### src/rtl/irdfe_pkg.sv
// ----------------------------------------------------------------------------
// irdfe_pkg
// Shared types, register map, pair codes and the sequencer program for the
// infrared dibit frame encoder.
// ----------------------------------------------------------------------------
package irdfe_pkg;

  // fixed field widths
  localparam int unsigned VALUE_W = 32;
  localparam int unsigned TICKS_W = 16;
  localparam int unsigned KIND_W  = 2;
  localparam int unsigned COUNT_W = 6;
  localparam int unsigned FLAGS_W = 4;
  localparam int unsigned PAIR_W  = 34;

  // configuration port
  localparam int unsigned CFG_DATA_W = 64;
  localparam int unsigned CFG_ADDR_W = 6;
  localparam int unsigned REG_IDX_W  = 3;

  // register indexes (byte address is 8 * index)
  localparam logic [REG_IDX_W-1:0] REG_BIT_COUNT   = 3'd0;
  localparam logic [REG_IDX_W-1:0] REG_FRAME_FLAGS = 3'd1;
  localparam logic [REG_IDX_W-1:0] REG_START_PAIR  = 3'd2;
  localparam logic [REG_IDX_W-1:0] REG_ZERO_DIBIT  = 3'd3;
  localparam logic [REG_IDX_W-1:0] REG_ONE_DIBIT   = 3'd4;
  localparam logic [REG_IDX_W-1:0] REG_STOP_PAIR   = 3'd5;

  localparam logic [COUNT_W-1:0] BIT_COUNT_RESET = 6'd8;

  // frame_flags bit positions
  localparam int unsigned FLAG_MSB_FIRST = 0;
  localparam int unsigned FLAG_NEG_LOGIC = 1;
  localparam int unsigned FLAG_START_EN  = 2;
  localparam int unsigned FLAG_STOP_EN   = 3;

  // pair kinds, also used as the pair source select
  localparam logic [KIND_W-1:0] KIND_START = 2'd0;
  localparam logic [KIND_W-1:0] KIND_DATA  = 2'd1;
  localparam logic [KIND_W-1:0] KIND_STOP  = 2'd2;

  // sequencer steps
  localparam int unsigned STEP_W = 2;
  localparam logic [STEP_W-1:0] STEP_IDLE  = 2'd0;
  localparam logic [STEP_W-1:0] STEP_START = 2'd1;
  localparam logic [STEP_W-1:0] STEP_DATA  = 2'd2;
  localparam logic [STEP_W-1:0] STEP_STOP  = 2'd3;

  // step conditions
  localparam int unsigned COND_W = 2;
  localparam logic [COND_W-1:0] COND_IN_REQ    = 2'd0;
  localparam logic [COND_W-1:0] COND_START_EN  = 2'd1;
  localparam logic [COND_W-1:0] COND_BITS_LEFT = 2'd2;
  localparam logic [COND_W-1:0] COND_STOP_EN   = 2'd3;

  // one control word of the sequencer program
  typedef struct packed {
    logic [COND_W-1:0] cond;      // what the step waits on or tests
    logic [KIND_W-1:0] kind;      // which pair is sent when the step hits
    logic              cnt_inc;   // advance the bit counter on a hit
    logic [STEP_W-1:0] next_hit;  // step after a request or a sent pair
    logic [STEP_W-1:0] next_miss; // step when the condition is false
  } ctrl_word_t;

  // sequencer program
  function automatic ctrl_word_t uc_rom(input logic [STEP_W-1:0] step);
    ctrl_word_t w;
    unique case (step)
      STEP_IDLE:  w = '{COND_IN_REQ,    KIND_START, 1'b0, STEP_START, STEP_IDLE};
      STEP_START: w = '{COND_START_EN,  KIND_START, 1'b0, STEP_DATA,  STEP_DATA};
      STEP_DATA:  w = '{COND_BITS_LEFT, KIND_DATA,  1'b1, STEP_DATA,  STEP_STOP};
      STEP_STOP:  w = '{COND_STOP_EN,   KIND_STOP,  1'b0, STEP_IDLE,  STEP_IDLE};
      default:    w = '{COND_IN_REQ,    KIND_START, 1'b0, STEP_IDLE,  STEP_IDLE};
    endcase
    return w;
  endfunction

endpackage

### src/rtl/irdfe_in_if.sv
// ----------------------------------------------------------------------------
// irdfe_in_if
// Input channel: one data word per request.
// ----------------------------------------------------------------------------
interface irdfe_in_if import irdfe_pkg::*; ();

  logic               valid;
  logic               ready;
  logic [VALUE_W-1:0] value;

  modport source (output valid, output value, input ready);
  modport sink   (input valid, input value, output ready);

endinterface

### src/rtl/irdfe_out_if.sv
// ----------------------------------------------------------------------------
// irdfe_out_if
// Result channel: one segment pair per request.
// ----------------------------------------------------------------------------
interface irdfe_out_if import irdfe_pkg::*; ();

  logic               valid;
  logic               ready;
  logic               first_level;
  logic [TICKS_W-1:0] first_ticks;
  logic               second_level;
  logic [TICKS_W-1:0] second_ticks;
  logic [KIND_W-1:0]  pair_kind;
  logic               last;

  modport source (output valid, output first_level, output first_ticks,
                  output second_level, output second_ticks, output pair_kind,
                  output last, input ready);
  modport sink   (input valid, input first_level, input first_ticks,
                  input second_level, input second_ticks, input pair_kind,
                  input last, output ready);

endinterface

### src/rtl/ir_dibit_frame_encoder_top.sv
// ----------------------------------------------------------------------------
// ir_dibit_frame_encoder_top
// Infrared frame encoder: one data word in, a run of segment pairs out
// (optional start pair, one dibit per data bit, optional stop pair).
// ----------------------------------------------------------------------------
//
//  channel   direction  handshake          payload
//  in_ch     in         valid / ready      value[31:0]
//  out_ch    out        valid / ready      first_level, first_ticks[15:0],
//                                          second_level, second_ticks[15:0],
//                                          pair_kind[1:0], last
//  apb       in         psel/penable/pwrite paddr[5:0], pwdata[63:0], prdata
//
//  a four-step microcoded sequencer sends at most one pair per cycle, none while
//  the result register is held by out_ch.ready; a frame runs the idle step, the
//  start test, one data pair per bit plus the final bit test, then the stop step
//  before the sequencer returns to idle.
//  the result register lets the last pair wait while the next word is taken.
//  reset is synchronous; it returns the sequencer to idle and the registers to
//  their reset values (bit_count 8, all others 0). no clearing pass.
//
module ir_dibit_frame_encoder_top import irdfe_pkg::*; #(
  parameter int unsigned DATA_BITS = 32,
  parameter int unsigned TICK_BITS = 16
) (
  input  logic                  clk,
  input  logic                  rst_n,
  irdfe_in_if.sink              in_ch,
  irdfe_out_if.source           out_ch,
  input  logic                  psel,
  input  logic                  penable,
  input  logic                  pwrite,
  input  logic [CFG_ADDR_W-1:0] paddr,
  input  logic [CFG_DATA_W-1:0] pwdata,
  output logic [CFG_DATA_W-1:0] prdata,
  output logic                  pready
);

  localparam int unsigned TICK_MASK_I = (1 << TICK_BITS) - 1;
  localparam logic [TICKS_W-1:0] TICK_MASK = TICKS_W'(TICK_MASK_I);
  localparam logic [COUNT_W-1:0] MAX_BITS  = COUNT_W'(DATA_BITS);

  // configuration registers
  logic [COUNT_W-1:0] bit_count_r;
  logic [FLAGS_W-1:0] frame_flags_r;
  logic [PAIR_W-1:0]  start_pair_r;
  logic [PAIR_W-1:0]  zero_dibit_r;
  logic [PAIR_W-1:0]  one_dibit_r;
  logic [PAIR_W-1:0]  stop_pair_r;

  // sequencer and datapath state
  logic [STEP_W-1:0]  step_r, step_nxt;
  logic [COUNT_W-1:0] count_r, count_nxt;
  logic [VALUE_W-1:0] value_r;

  // result register
  logic               out_valid_r;
  logic               first_level_r, second_level_r, last_r;
  logic [TICKS_W-1:0] first_ticks_r, second_ticks_r;
  logic [KIND_W-1:0]  pair_kind_r;

  logic [REG_IDX_W-1:0] reg_idx;
  logic                 cfg_wr;
  ctrl_word_t           cw;
  logic                 cond_true, in_acc, slot_free, emit;
  logic [COUNT_W-1:0]   n_bits, pos;
  logic                 msb_first, inv, start_en, stop_en;
  logic                 data_bit, pair_last;
  logic [PAIR_W-1:0]    pair_sel;

  assign reg_idx = paddr[CFG_ADDR_W-1 -: REG_IDX_W];
  assign cfg_wr  = psel & penable & pwrite;
  assign pready  = 1'b1;

  // register writes
  always_ff @(posedge clk) begin
    if (!rst_n) begin
      bit_count_r   <= BIT_COUNT_RESET;
      frame_flags_r <= '0;
      start_pair_r  <= '0;
      zero_dibit_r  <= '0;
      one_dibit_r   <= '0;
      stop_pair_r   <= '0;
    end else if (cfg_wr) begin
      unique case (reg_idx)
        REG_BIT_COUNT:   bit_count_r   <= pwdata[COUNT_W-1:0];
        REG_FRAME_FLAGS: frame_flags_r <= pwdata[FLAGS_W-1:0];
        REG_START_PAIR:  start_pair_r  <= pwdata[PAIR_W-1:0];
        REG_ZERO_DIBIT:  zero_dibit_r  <= pwdata[PAIR_W-1:0];
        REG_ONE_DIBIT:   one_dibit_r   <= pwdata[PAIR_W-1:0];
        REG_STOP_PAIR:   stop_pair_r   <= pwdata[PAIR_W-1:0];
        default: ;
      endcase
    end
  end

  // register reads
  always_comb begin
    unique case (reg_idx)
      REG_BIT_COUNT:   prdata = CFG_DATA_W'(bit_count_r);
      REG_FRAME_FLAGS: prdata = CFG_DATA_W'(frame_flags_r);
      REG_START_PAIR:  prdata = CFG_DATA_W'(start_pair_r);
      REG_ZERO_DIBIT:  prdata = CFG_DATA_W'(zero_dibit_r);
      REG_ONE_DIBIT:   prdata = CFG_DATA_W'(one_dibit_r);
      REG_STOP_PAIR:   prdata = CFG_DATA_W'(stop_pair_r);
      default:         prdata = '0;
    endcase
  end

  // frame settings
  assign msb_first = frame_flags_r[FLAG_MSB_FIRST];
  assign inv       = frame_flags_r[FLAG_NEG_LOGIC];
  assign start_en  = frame_flags_r[FLAG_START_EN];
  assign stop_en   = frame_flags_r[FLAG_STOP_EN];
  assign n_bits    = (bit_count_r > MAX_BITS) ? MAX_BITS : bit_count_r;

  // control word of the current step
  assign cw = uc_rom(step_r);

  // condition select
  always_comb begin
    unique case (cw.cond)
      COND_IN_REQ:    cond_true = in_ch.valid;
      COND_START_EN:  cond_true = start_en;
      COND_BITS_LEFT: cond_true = (count_r != n_bits);
      COND_STOP_EN:   cond_true = stop_en;
      default:        cond_true = 1'b0;
    endcase
  end

  assign slot_free   = !out_valid_r || out_ch.ready;
  assign in_ch.ready = (cw.cond == COND_IN_REQ);
  assign in_acc      = in_ch.valid && in_ch.ready;
  assign emit        = (cw.cond != COND_IN_REQ) && cond_true && slot_free;

  // data bit select
  assign pos      = msb_first ? (n_bits - count_r - COUNT_W'(1)) : count_r;
  assign data_bit = value_r[pos[$clog2(VALUE_W)-1:0]];

  // pair source select and last-pair test
  always_comb begin
    unique case (cw.kind)
      KIND_START: begin
        pair_sel  = start_pair_r;
        pair_last = (n_bits == '0) && !stop_en;
      end
      KIND_DATA: begin
        pair_sel  = data_bit ? one_dibit_r : zero_dibit_r;
        pair_last = ((count_r + COUNT_W'(1)) == n_bits) && !stop_en;
      end
      KIND_STOP: begin
        pair_sel  = stop_pair_r;
        pair_last = 1'b1;
      end
      default: begin
        pair_sel  = '0;
        pair_last = 1'b0;
      end
    endcase
  end

  // next step and bit counter
  always_comb begin
    step_nxt  = step_r;
    count_nxt = count_r;
    if (cw.cond == COND_IN_REQ) begin
      if (in_acc) begin
        step_nxt  = cw.next_hit;
        count_nxt = '0;
      end
    end else if (!cond_true) begin
      step_nxt = cw.next_miss;
    end else if (emit) begin
      step_nxt = cw.next_hit;
      if (cw.cnt_inc) begin
        count_nxt = count_r + COUNT_W'(1);
      end
    end
  end

  // sequencer registers
  always_ff @(posedge clk) begin
    if (!rst_n) begin
      step_r  <= STEP_IDLE;
      count_r <= '0;
      value_r <= '0;
    end else begin
      step_r  <= step_nxt;
      count_r <= count_nxt;
      if (in_acc) begin
        value_r <= in_ch.value;
      end
    end
  end

  // result valid
  always_ff @(posedge clk) begin
    if (!rst_n) begin
      out_valid_r <= 1'b0;
    end else if (emit) begin
      out_valid_r <= 1'b1;
    end else if (out_ch.ready) begin
      out_valid_r <= 1'b0;
    end
  end

  // result payload
  always_ff @(posedge clk) begin
    if (emit) begin
      first_level_r  <= pair_sel[33] ^ inv;
      first_ticks_r  <= pair_sel[32:17] & TICK_MASK;
      second_level_r <= pair_sel[16] ^ inv;
      second_ticks_r <= pair_sel[15:0] & TICK_MASK;
      pair_kind_r    <= cw.kind;
      last_r         <= pair_last;
    end
  end

  assign out_ch.valid        = out_valid_r;
  assign out_ch.first_level  = first_level_r;
  assign out_ch.first_ticks  = first_ticks_r;
  assign out_ch.second_level = second_level_r;
  assign out_ch.second_ticks = second_ticks_r;
  assign out_ch.pair_kind    = pair_kind_r;
  assign out_ch.last         = last_r;

endmodule

### src/flat_wrapper.sv
// flat-port wrapper written by rule: the top's interface ports become plain ports
module ir_dibit_frame_encoder_top_flat import irdfe_pkg::*;
#(
  parameter int unsigned DATA_BITS = 32,
  parameter int unsigned TICK_BITS = 16
)
  (clk, rst_n, psel, penable, pwrite, paddr, pwdata, prdata, pready, in_ch_valid, in_ch_value, in_ch_ready, out_ch_valid, out_ch_first_level, out_ch_first_ticks, out_ch_second_level, out_ch_second_ticks, out_ch_pair_kind, out_ch_last, out_ch_ready);
  irdfe_in_if in_ch_i ();
  irdfe_out_if out_ch_i ();
  input  logic clk;
  input  logic rst_n;
  input  logic psel;
  input  logic penable;
  input  logic pwrite;
  input  logic [CFG_ADDR_W-1:0] paddr;
  input  logic [CFG_DATA_W-1:0] pwdata;
  output logic [CFG_DATA_W-1:0] prdata;
  output logic pready;
  input wire logic [$bits(in_ch_i.valid)-1:0] in_ch_valid;
  input wire logic [$bits(in_ch_i.value)-1:0] in_ch_value;
  output wire logic [$bits(in_ch_i.ready)-1:0] in_ch_ready;
  output wire logic [$bits(out_ch_i.valid)-1:0] out_ch_valid;
  output wire logic [$bits(out_ch_i.first_level)-1:0] out_ch_first_level;
  output wire logic [$bits(out_ch_i.first_ticks)-1:0] out_ch_first_ticks;
  output wire logic [$bits(out_ch_i.second_level)-1:0] out_ch_second_level;
  output wire logic [$bits(out_ch_i.second_ticks)-1:0] out_ch_second_ticks;
  output wire logic [$bits(out_ch_i.pair_kind)-1:0] out_ch_pair_kind;
  output wire logic [$bits(out_ch_i.last)-1:0] out_ch_last;
  input wire logic [$bits(out_ch_i.ready)-1:0] out_ch_ready;
  assign in_ch_i.valid = in_ch_valid;
  assign in_ch_i.value = in_ch_value;
  assign in_ch_ready = in_ch_i.ready;
  assign out_ch_valid = out_ch_i.valid;
  assign out_ch_first_level = out_ch_i.first_level;
  assign out_ch_first_ticks = out_ch_i.first_ticks;
  assign out_ch_second_level = out_ch_i.second_level;
  assign out_ch_second_ticks = out_ch_i.second_ticks;
  assign out_ch_pair_kind = out_ch_i.pair_kind;
  assign out_ch_last = out_ch_i.last;
  assign out_ch_i.ready = out_ch_ready;
  ir_dibit_frame_encoder_top #(.DATA_BITS(DATA_BITS), .TICK_BITS(TICK_BITS)) u_core (.clk(clk), .rst_n(rst_n), .in_ch(in_ch_i), .out_ch(out_ch_i), .psel(psel), .penable(penable), .pwrite(pwrite), .paddr(paddr), .pwdata(pwdata), .prdata(prdata), .pready(pready));
endmodule
### config.mk
export PLATFORM = sky130hd
export DESIGN_NAME = ir_dibit_frame_encoder_top_flat
export DESIGN_NICKNAME = d
export VERILOG_FILES = /design/src/rtl/irdfe_pkg.sv /design/src/rtl/irdfe_in_if.sv /design/src/rtl/irdfe_out_if.sv /design/src/rtl/ir_dibit_frame_encoder_top.sv /design/src/flat_wrapper.sv
export SDC_FILE = /design/constraint.sdc
export NUM_CORES = 1
export LEC_CHECK = 0
export ABC_AREA = 1
export BUFFER_PORTS_ARGS = -buffer_cell sky130_fd_sc_hd__buf_2
export CORE_MARGIN = 2
export CORE_UTILIZATION = 50
export CTS_CLUSTER_DIAMETER = 200
export DETAILED_ROUTE_END_ITERATION = 12
export PLACE_DENSITY = 0.76
export SYNTH_ARGS = -nofsm -noshare
export SYNTH_HDL_FRONTEND = slang
export SYNTH_SLANG_ARGS = --single-unit
export TNS_END_PERCENT = 5
### constraint.sdc
create_clock -name clk -period 2.8 [get_ports clk]
set_input_delay 0.56 -clock clk [delete_from_list [all_inputs] [get_ports clk]]
set_output_delay 0.56 -clock clk [all_outputs]
set_load 0.02 [all_outputs]
### Word level (Yosys, flattened, before mapping)

Cells that the tools add are included.

* flip-flop bits (word level): 224
* bits of input ports: 109
* output and inout port bits: 104
* word-level logic and storage cells: 89

* $add $sub $neg: 3
* order comparisons: 2
* eq/ne operators: 17
* mux-type cells: 21
* bitwise gates (word level): 4
* reductions and logical operators: 26

Operators by type and width (count)
* $pmux 34 s6: 1
* $pmux 34 s3: 1
* $mux 6: 6
* $pmux 9 s4: 1
* $mux 34: 1
* $reduce_and 2->1: 7
* $eq 2x2->1 const B: 5
* $reduce_bool 2->1: 5
* $mux 2: 4
* $add 6x1->6 const B: 1
* $eq 2x1->1 const B: 3
* $eq 3x2->1 const B: 2
* $eq 3x3->1 const B: 2
* $eq 6x6->1: 1
* $gt 6x6->1 const B: 1
* $logic_not 2->1: 3
* $logic_not 6->1: 1
* $lt 5x6->1 const B: 1
* $ne 6x6->1: 1
* $bmux 1 s5: 1
* $logic_and 1x1->1: 5
* $mux 5: 1
* $sub 5x1->5 const B: 1
* $sub 5x5->5: 1
* 12 further kinds: 17

### Logic depth before layout (Yosys ltp)

Gate-level depths: netlist of the first run.

* depth in word-level cells: 10
* depth in mapped cells: 22
* gate-level depth less buffers: 20

### Worst setup path before layout of the first run

No wires, ideal clock.

* path kind: register to register
* start: register u_core.bit_count_r[5]
* end: register u_core.first_ticks_r[10] (netlist: u_core.out_ch.first_ticks[10]) (data pin)
* library setup time: 0.270 ns
* arrival time: 2.370 ns
* slack: 0.160 ns
* cell stages (with the launch flop): 18
* buffers on the path: 3
* period minus slack after synthesis: 2.640 ns
* cell sequence: dfxtp_1 > buf_6 > nor2_1 > ha_1 > fa_1 > nand2_1 > o21ai_2 > nand3_1 > nand2_1 > nand3_1 > nand3_1 > nand3_2 > nand2_2 > buf_6 > buf_4 > o21ai_1 > nand2_1 > a21oi_1

* word-level cells in the longest chain between the ends: 9

Ends and longest elaborated chain
* start: declaration: line ir_dibit_frame_encoder_top.sv:44 `logic [COUNT_W-1:0] bit_count_r;`
* start signal: assignment: line ir_dibit_frame_encoder_top.sv:86 `REG_BIT_COUNT: bit_count_r <= pwdata[COUNT_W-1:0];`
* $gt 6x6->1: line ir_dibit_frame_encoder_top.sv:115 `assign n_bits = (bit_count_r > MAX_BITS) ? MAX_BITS : bit_count_r;`
* $mux 6: line ir_dibit_frame_encoder_top.sv:115
* $sub 5x5->5: line ir_dibit_frame_encoder_top.sv:137 `assign pos = msb_first ? (n_bits - count_r - COUNT_W'(1)) : count_r;`
* $sub 5x1->5: line ir_dibit_frame_encoder_top.sv:137
* $mux 5: line ir_dibit_frame_encoder_top.sv:137
* $bmux 1 s5: line ir_dibit_frame_encoder_top.sv:138 `assign data_bit = value_r[pos[$clog2(VALUE_W)-1:0]];`
* $mux 1 (not written as such): line ir_dibit_frame_encoder_top.sv:138
* $mux 34: line ir_dibit_frame_encoder_top.sv:148 `pair_sel = data_bit ? one_dibit_r : zero_dibit_r;`
* $pmux 34 s3: line ir_dibit_frame_encoder_top.sv:142 `unique case (cw.kind)`
* via u_core.pair_sel[27]: line ir_dibit_frame_encoder_top.sv:69 `logic [PAIR_W-1:0] pair_sel;`
* end signal: assignment: line ir_dibit_frame_encoder_top.sv:211 `first_ticks_r <= pair_sel[32:17] & TICK_MASK;`
* end: declaration: line ir_dibit_frame_encoder_top.sv:59 `logic [TICKS_W-1:0] first_ticks_r, second_ticks_r;`

The timed path passes the listed nets, and every way through them passes these cells. The select of a mux whose other input is x is not followed.
A chain may end at the register's enable or synchronous reset.

### Worst setup path in the final report of the first run

* start: register u_core.bit_count_r[0]
* end: register u_core.second_ticks_r[2] (netlist: u_core.out_ch.second_ticks[2]) (data pin)

* word-level cells in the longest chain between the ends: 9

Ends and longest elaborated chain
* $gt 6x6->1: line ir_dibit_frame_encoder_top.sv:115
* $mux 6 *: line ir_dibit_frame_encoder_top.sv:115
* $sub 5x5->5 *: line ir_dibit_frame_encoder_top.sv:137
* $sub 5x1->5 *: line ir_dibit_frame_encoder_top.sv:137
* $mux 5 *: line ir_dibit_frame_encoder_top.sv:137
* $bmux 1 s5 *: line ir_dibit_frame_encoder_top.sv:138
* $mux 1 (not written as such) *: line ir_dibit_frame_encoder_top.sv:138
* $mux 34 *: line ir_dibit_frame_encoder_top.sv:148
* $pmux 34 s3 *: line ir_dibit_frame_encoder_top.sv:142
* via u_core.pair_sel[2]: line ir_dibit_frame_encoder_top.sv:69
* end signal: assignment: line ir_dibit_frame_encoder_top.sv:213 `second_ticks_r <= pair_sel[15:0] & TICK_MASK;`
* end: declaration: line ir_dibit_frame_encoder_top.sv:59

The timed path passes the listed nets; every way through them passes the cells marked *. The select of a mux whose other input is x is not followed.

==> summary.md, run 1 <==
| Metric | Value |
|---|---|
| Outcome | complete, but fails checks |
| Failing checks | negative setup slack |
| Mux contribution to synthesized area | 0% |
| CTS Root Cell | clkbuf_16 |
| CP required | 3.16 ns |
| Int Power | 6.895 mW |
| Routed WL | 31.43 mm |
| Total GRT Usage | around a quarter |
| Worst hold path type | input port to flip-flop |
| Die width | 150.1 um |
| Switching share of total power | 34.06% |
| Number of global-route vias before repair | 9447 |
| Share of layout cells above drive strength 1 | 19.58% |
| First-pass GRT wire length | 48.13 mm |
| P&R area growth vs syn | 21.06% |
| Cts bufs inserted | 26 |
| Worst-Skew Late Latency | 0.52 ns |
| Post-route ant nets | 0 |
| Hold_buf cts | 0 |
| Layout Utilization | 61.49% |
| Clock Path Buffers | 3 |
| Yosys cell types | 42 |
| CP Launch Type | flip-flop |
| Mean routed wirelength per cell | 16.86 um |
| DRC violations left | 0 |
| Leak | 5.171 nW |
| VDD IR max | 499.1 uV |
| Largest net degree at the start of global routing | 83 |
| Io pins | 213 |
| Crit end category | flip-flop |
| Placed inst area | 11760 um^2 |
| CTS sink count | ~220 |
| Final Hold Viols | 0 |
| Initial Util | 50.79% |
| Max-slew violations | 0 |
| Worst-Margin Slew | 0.6232 ns |
| Main combinational cell family by area after synthesis | compound AO/OA/AOI/OAI gates |
| Most Used Layer, Global Route | met2 |
| Final setup vio count | 30 |
| Post-Synth Adder-Cell Area | 1.242% |
| Buffers on Ports | 148 |
| Post-layout worst setup margin | -0.09377 ns |
| M2 GR Usage | between 40% and 50% |
| Initial antenna violation count | 1 |
| Flop pwr share | 35.9% |
| Compound-Gate Fraction of Synth Area | around 23% |
| Met3 GRT Util | 3.697% |
| Vias | 10420 |
| Clock share of power | 32.2% |
| Synthesized area | 10680 um^2 |
| Grt ovf | 0 |
| Area of the die | about 23000 um^2 |
| Total core area | around 21000 um^2 |
| Worst Path Arrival | roughly 3.3 ns |
| Critical path peak fanout | 13 |
| Synthesized instance count | 1426 |
| Final cycle utilization of the critical path | 103.3% |
| Synth warn | 0 |
| Die height | 150.1 um |
| Design Area, Final | roughly 13000 um^2 |
| Nets | 1687 |
| Clk slew on worst S/H paths | 0.06 ns |
| R2R Setup Slk | -0.09 ns |
| Synth Area in Simple Gates | 19.73% |
| Comb pwr share | 31.9% |
| Drt via density | between 5 and 6 |
| CTS tree | built |
| HPWL Detailed | 19.60 mm |
| Net Switching | 3.562 mW |
| DRT iter0 DRCs | 931 |
| # H-tree levels | 1 |
| Tmin final | 2.894 ns |
| Clk_skew | between 0.009 and 0.01 ns |
| Number of cell rows | 53 |
| Drt pass-1 iters | 6 |
| #FFs+latches synth | 224 |
| Max Fclk | 345.6 MHz |
| Total power | 10.46 mW |
| XOR/XNOR share of the synthesized area | 0.7265% |
| Slew Limit Headroom | 58.36% |
| M1 GR Usage | 35.26% |
| Min Hold Slack | 0.2845 ns |
| Syn Area/Cell | 7.488 um^2 |
| Critical setup path kind | flip-flop to flip-flop |
| RePlAce Congestion | 0.9246 |
| RSZ-0062 raised after global routing | true |
| Maxcap violations | 0 |
| Seq/Total Area, Yosys | between 40% and 50% |
| Power density over the cells | between 800 and 900 nW/um^2 |
## logic make-up (layout without fill, tap and decap cells)
logic type,after synthesis,in the layout
compound gates,438,438
flops,224,224
buf+inv,224,356
fa+ha+maj,10,10
other cells,2,32
simple gates,520,521
xor+xnor,8,8
## path summary, 6_finish.rpt
| check | start | cells after the start | endpoint |
|---|---|---|---|
| min reg2reg | u_core.value_r[26]$_SDFFE_PN0P_ | 2 | u_core.value_r[26]$_SDFFE_PN0P_ |
| max reg2reg | u_core.bit_count_r[0]$_SDFFE_PN0P_ | 17 | u_core.out_ch.second_ticks[2]$_DFFE_PP_ |
| min | in_ch_value[13] | 3 | u_core.value_r[13]$_SDFFE_PN0P_ |
| max | u_core.bit_count_r[0]$_SDFFE_PN0P_ | 17 | u_core.out_ch.second_ticks[2]$_DFFE_PP_ |
## power by group through the flow
stage | clock network, mW | registers (mW) | logic (mW)
detailed placement | 0 | 3.82 | 2.65
CTS | 3.39 | 3.75 | 2.95
global route | 3.51 | 3.79 | 3.59
floorplan | 0 | 3.92 | 1.73
finish | 3.37 | 3.75 | 3.34
global placement | 0 | 3.81 | 2.61
## flip-flops by register name, summed over array words and instances, names as in the netlist
name,flops
u_core.one_dibit_r,34
u_core.zero_dibit_r,34
u_core.frame_flags_r,4
u_core.out_ch.valid,1
u_core.out_ch.second_ticks,16
u_core.value_r,32
u_core.out_ch.first_ticks,16
u_core.out_ch.first_level,1
u_core.out_ch.second_level,1
u_core.start_pair_r,34
u_core.bit_count_r,6
u_core.stop_pair_r,34
u_core.step_r,2
u_core.out_ch.last,1
u_core.out_ch.pair_kind,2
u_core.count_r,6
## cells in the final DEF, fill, tap and decap left out, types with 4 or more instances in the layout
master     synthesis  routed
a21oi_1          109      96
a21oi_2            0      13
a221oi_1           5       5
a22oi_1           65      65
buf_12             0      10
buf_2              3     147
buf_4             34      41
clkbuf_1          71      10
clkbuf_16          0      29
conb_1             2      31
dfxtp_1          187     185
edfxtp_1          37      37
ha_1               9       7
inv_1             94      92
inv_2              7      10
nand2_1          188     181
nand2_2            6      11
nand2_4            2       4
nand3_1           56      47
nand3_2            2       9
nor2_1           252     248
nor2_2             1       4
nor3_1             4       4
o211ai_1          28      28
o21ai_0          194     190
o21ai_1           28      29
xnor2_1            4       4
## worst max-delay path: stages (launching register included)
cell and delay [ns]:
dfxtp_2 0.33, inv_2 0.04, nor2_2 0.11, ha_2 0.21, fa_2 0.49, o21ai_4 0.21
buf_12 0.15, nand3_2 0.07, nand2_1 0.07, inv_1 0.04, nand2_1 0.07, nand3_2 0.09
nand3_4 0.16, nand2_8 0.14, buf_12 0.18, o21ai_1 0.13, nand2_1 0.08, a21oi_2 0.17
## cells in the mapped netlist
master / instances / area share (%)
o21ai_1: 28 / 1.3
nand3_1: 56 / 2.6
edfxtp_1: 37 / 10
or2_2: 1 / 0.059
nand2_2: 6 / 0.35
xor2_1: 3 / 0.25
nor2_1: 252 / 8.9
nor3_2: 3 / 0.28
nand2_4: 2 / 0.21
a31oi_1: 1 / 0.059
inv_2: 7 / 0.25
nor2_2: 1 / 0.059
clkinv_1: 3 / 0.11
and3_1: 1 / 0.059
nand3_2: 2 / 0.19
o2111ai_1: 1 / 0.082
a21oi_1: 109 / 5.1
a221oi_1: 5 / 0.41
buf_2: 3 / 0.14
xor2_2: 1 / 0.15
a211oi_1: 2 / 0.14
clkbuf_1: 71 / 2.5
xnor2_1: 4 / 0.33
nor3_1: 4 / 0.19
buf_6: 7 / 0.74
ha_1: 9 / 1.1
o211ai_1: 28 / 2.0
dfxtp_1: 187 / 35
o22ai_1: 2 / 0.12
fa_1: 1 / 0.19
conb_1: 2 / 0.070
o31ai_1: 1 / 0.070
o21ai_0: 194 / 9.1
a22oi_1: 65 / 4.6
buf_1: 5 / 0.18
buf_4: 34 / 2.4
nand2_1: 188 / 6.6
o21ai_2: 1 / 0.082
nand3b_1: 1 / 0.070
inv_1: 94 / 3.3
nand4_1: 3 / 0.18
o21ai_4: 1 / 0.15
## metal layers
| metal | wire, um | share of wire (%) | vias up |
|---|---|---|---|
| li1 | - | - | 5033 |
| met1 | 12890 | 41 | 4769 |
| met2 | 14860 | 47 | 553 |
| met3 | 2763 | 8.8 | 69 |
| met4 | 920 | 2.9 | 0 |
| met5 | 0 | 0 | - |
## area by class of cell
class | instances | area (um^2)
Inverter | 104 | 390.4
Antenna cell | 1 | 2.502
Sequential cell | 224 | 4857
Tap cell | 275 | 344.1
Fill cell | 1872 | 8095
Clock buffer | 40 | 754.5
Clock inverter | 8 | 98.84
Multi-Input combinational cell | 1008 | 5124
Timing Repair Buffer | 204 | 1355
## per-stage QoR
step	cells	worst slack [ns]	setup TNS [ns]
2_1_floorplan	1455	0.1603	0
3_3_place_gp	1810	-0.2273	-5.433
3_5_place_dp	1810	-0.2491	-5.878
4_1_cts	1860	-0.03083	-0.2013
5_1_grt	1863	-0.2345	-6.612
6_report	1864	-0.09377	-1.862
## what timing repair did
action / 4_1_cts / 5_1_grt
cloned: 2 / 2
buffers inserted: 0 / 1
hold endpoints to repair: 0 / 0
pin swaps: 12 / 12
endpoints found under the setup margin: 34 / 34
resized for setup: 27 / 29
Note: power is estimated with default switching activity, not from simulation.
==> run 2, diff against run 1 <==
--- a/config.mk
+++ b/config.mk
@@ -9,8 +9,8 @@
 export BUFFER_PORTS_ARGS = -buffer_cell sky130_fd_sc_hd__buf_2
 export CORE_MARGIN = 2
-export CORE_UTILIZATION = 50
+export CORE_UTILIZATION = 55
 export CTS_CLUSTER_DIAMETER = 200
 export DETAILED_ROUTE_END_ITERATION = 12
-export PLACE_DENSITY = 0.76
+export PLACE_DENSITY = 0.8
 export SYNTH_ARGS = -nofsm -noshare
 export SYNTH_HDL_FRONTEND = slang
==> constraint.sdc (replaced) <==
create_clock -name clk -period 3 [get_ports clk]
set_input_delay 0.3 -clock clk [delete_from_list [all_inputs] [get_ports clk]]
set_output_delay 0.3 -clock clk [all_outputs]
set_load 0.02 [all_outputs]
==> summary.md, run 2 (synthesis results as in run 1) <==
| Metric | Value |
|---|---|
| Share of layout cells above drive strength 1 | 17.97% (-1.6 points) |
| Final setup vio count | 0 (-100%) |
| Total core area | 18890 um^2 (-10%) |
| Critical setup path kind | flip-flop to flip-flop |
| Initial antenna violation count | 2 (+1) |
| Area of the die | 20540 um^2 (-8.9%) |
| Register Area | 4857 um^2 (unchanged) |
| Most Used Layer, Global Route | met2 |
| Leak | 5.071 nW (-1.9%) |
| CTS sink count | 224 (unchanged) |
| Fill cells | 1629 (-13%) |
| Drt pass-1 iters | 6 (unchanged) |
| CTS tree | built |
| Worst Path Arrival | 3.32 ns (+0.06 ns) |
| Critical path peak fanout | 8 (-5) |
| CP cell instances | inv_2 > nor2_4 > ha_4 > fa_2 > o21ai_4 > nand3_1 > nand2_1 > inv_1 > nand2_1 > nand3_2 > nand3_4 > nand2_8 > buf_12 > buf_12 > a21oi_1 > o21ai_1 > a21oi_1 |
| Cts bufs inserted | 25 (-3.8%) |
| Worst-Margin Slew | 0.9973 ns (+0.3741 ns) |
| Largest net degree at the start of global routing | 78 (-6.0%) |
| Crit path largest cell delay | 0.46 ns (-0.03 ns) |
| Clk slew on worst S/H paths | 0.06 ns (about the same) |
| Commonest non-fill, non-tap cell in the layout | nor2_1 |
| Maxcap violations | 0 (unchanged) |
| DRC violations left | 0 (unchanged) |
| P&R area growth vs syn | 18.95% |
| Critical path's slowest cell | fa_2 |
| Power density over the cells | 762.9 nW/um^2 (-5.7%) |
| Mean routed wirelength per cell | 16.99 um (+0.77%) |
| R2R Path End | u_core.out_ch.first_ticks[7]$_DFFE_PP_ |
| R2R Setup Slk | 0.02 ns (+0.12 ns) |
| CP required | 3.35 ns (+0.19 ns) |
| Most frequent cells in the layout | nor2_1, o21ai_0, dfxtp_1, nand2_1, buf_2 |
| Clock Path Buffers | 3 (unchanged) |
| Drt via density | 5.695 (+1.8%) |
| Crit path buf inv count | 4 (unchanged) |
| Final cycle utilization of the critical path | 99.25% (-4.1 points) |
| DRT iter0 DRCs | 1256 (+35%) |
| Worst hold path type | input port to flip-flop |
| Routed WL | 31.10 mm (-1.1%) |
| Slew Limit Headroom | 33.51% (-25 points) |
| Number of global-route vias before repair | 9490 (+0.46%) |
| CTS Root Cell | clkbuf_16 |
| Worst-Skew Late Latency | 0.52 ns (about the same) |
| Total GRT Usage | 28.82% (+2.2 points) |
| Buffers on Ports | 148 (unchanged) |
| RePlAce Congestion | 0.9511 (+2.9%) |
| Hold depth | 3 (unchanged) |
| Layout Cells excl Fill | 1830 (-1.8%) |
| Initial Util | 56.52% (+5.7 points) |
| M2 GR Usage | 47.60% (+3.5 points) |
| Max Fclk | 335.9 MHz (-2.8%) |
| Io pins | 213 (unchanged) |
| Vias | 10420 (-0.029%) |
| Nets | 1671 (-0.95%) |
| R2R depth | 17 (unchanged) |
| Max-slew violations | 0 (unchanged) |
| Clk_skew | 0.01573 ns (+0.006507 ns) |
| Reg2reg start | u_core.bit_count_r[0]$_SDFFE_PN0P_ |
| Delay-heaviest family, CP | simple AND/OR/NAND/NOR gates |
| Met3 GRT Util | 4.965% (+1.3 points) |
| Outcome | completed |
| First-pass GRT wire length | 47.48 mm (-1.3%) |
| # H-tree levels | 1 (unchanged) |
| RSZ-0062 raised after global routing | true |
| Tmin final | 2.977 ns (+0.08364 ns) |
| Final Hold Viols | 0 (unchanged) |
| Multi-input gate area | 5066 um^2 (-1.1%) |
| CP Launch Type | flip-flop |
| Worst Setup SP | u_core.bit_count_r[0]$_SDFFE_PN0P_ |
| Hold Path Sink | u_core.value_r[13]$_SDFFE_PN0P_ |
| Crit end category | flip-flop |
| Hold_buf cts | 0 (unchanged) |
| Number of cell rows | 50 (-5.7%) |
| HPWL Detailed | 18.87 mm (-3.7%) |
| Dpl cells | 1777 (-1.8%) |
| Setup TNS | 0 ns (+1.862 ns) |
| VDD IR max | 438.3 uV (-12%) |
| Grt ovf | 0 (unchanged) |
| Die height | 143.3 um (-4.5%) |
| M1 GR Usage | 37.30% (+2.0 points) |
| Post-route ant nets | 0 (unchanged) |
| Die width | 143.3 um (-4.5%) |
| Worst hold start | in_ch_value[13] |
-- run 2: cell types whose count changed in the layout (fill, tap and decap cells not counted), moves of 3 or more --
| cell | delta |
|---|---|
| clkbuf_1 | -7 |
| a21oi_2 | -8 |
| buf_4 | -8 |
| a21oi_1 | +8 |
| nand2_1 | +3 |
| buf_12 | -3 |
| buf_6 | -3 |
| o21ai_2 | -3 |
-- run 2: worst max-delay path by stage --
stage,endpoint,slack (ns),cells past startpoint
after global placement,u_core.out_ch.second_level$_DFFE_PP_,0.1,18
after detailed placement,u_core.out_ch.second_level$_DFFE_PP_,0.03,17
after CTS,u_core.out_ch.second_level$_DFFE_PP_,0.03,17
after floorplan,u_core.out_ch.first_ticks[10]$_DFFE_PP_,0.36,17
final,u_core.out_ch.first_ticks[7]$_DFFE_PP_,0.02,17
after global routing,u_core.out_ch.first_ticks[7]$_DFFE_PP_,-0.1,18
-- run 2: repair_timing --
action                     CTS  global route
buffers inserted             0             5
pin swaps                    1            11
cloned                       1             2
hold endpoints to repair     0             0
gates resized for setup      2            33
setup endpoints to repair    1            34
-- run 2: layer usage --
layer | wire length, um | share of wire [%] | vias to the layer above
met4 | 1081 | 3.5 | 0
met1 | 12550 | 40 | 4745
met5 | 0 | 0 | -
li1 | - | - | 5000
met3 | 3080 | 9.9 | 97
met2 | 14380 | 46 | 579
-- run 2: cell type report --
cell class                      instances  share of cell area, %
Inverter                              104                  3.074
Timing Repair Buffer                  190                  9.457
Clock inverter                         11                  1.025
Clock buffer                           33                  5.733
Antenna cell                            1                0.01970
Sequential cell                       224                  38.24
Tap cell                              260                  2.561
Multi-Input combinational cell       1007                  39.89
-- run 2: stage by stage --
stage	area (um^2)	setup slack, ns	util [%]	hold slack [ns]	total power, mW
final	12700	0.02259	67.23	0.02235	9.690
after global routing	12700	-0.09733	67.23	0.02624	10.08
after CTS	12470	0.02896	65.98	0.01003	9.240
after detailed placement	11560	0.02828	61.20	0.4438	5.943
after global placement	11560	0.09856	61.20	0.4410	5.903
after floorplan	10790	0.3603	-	0.4264	5.275
-- run 2: power breakdown --
| group | switching (mW) | internal (mW) | leakage (nW) |
|---|---|---|---|
| logic | 1.93 | 1.11 | 2.80 |
| clock network | 1.25 | 1.89 | 0.410 |
| registers | 0.132 | 3.37 | 1.86 |
-- run 2: tightest hold or removal path, delay by kind of cell --
family          cells  cell delay [ns]
compound gates      1             0.07
simple gates        1             0.07
buf+inv             1             0.07
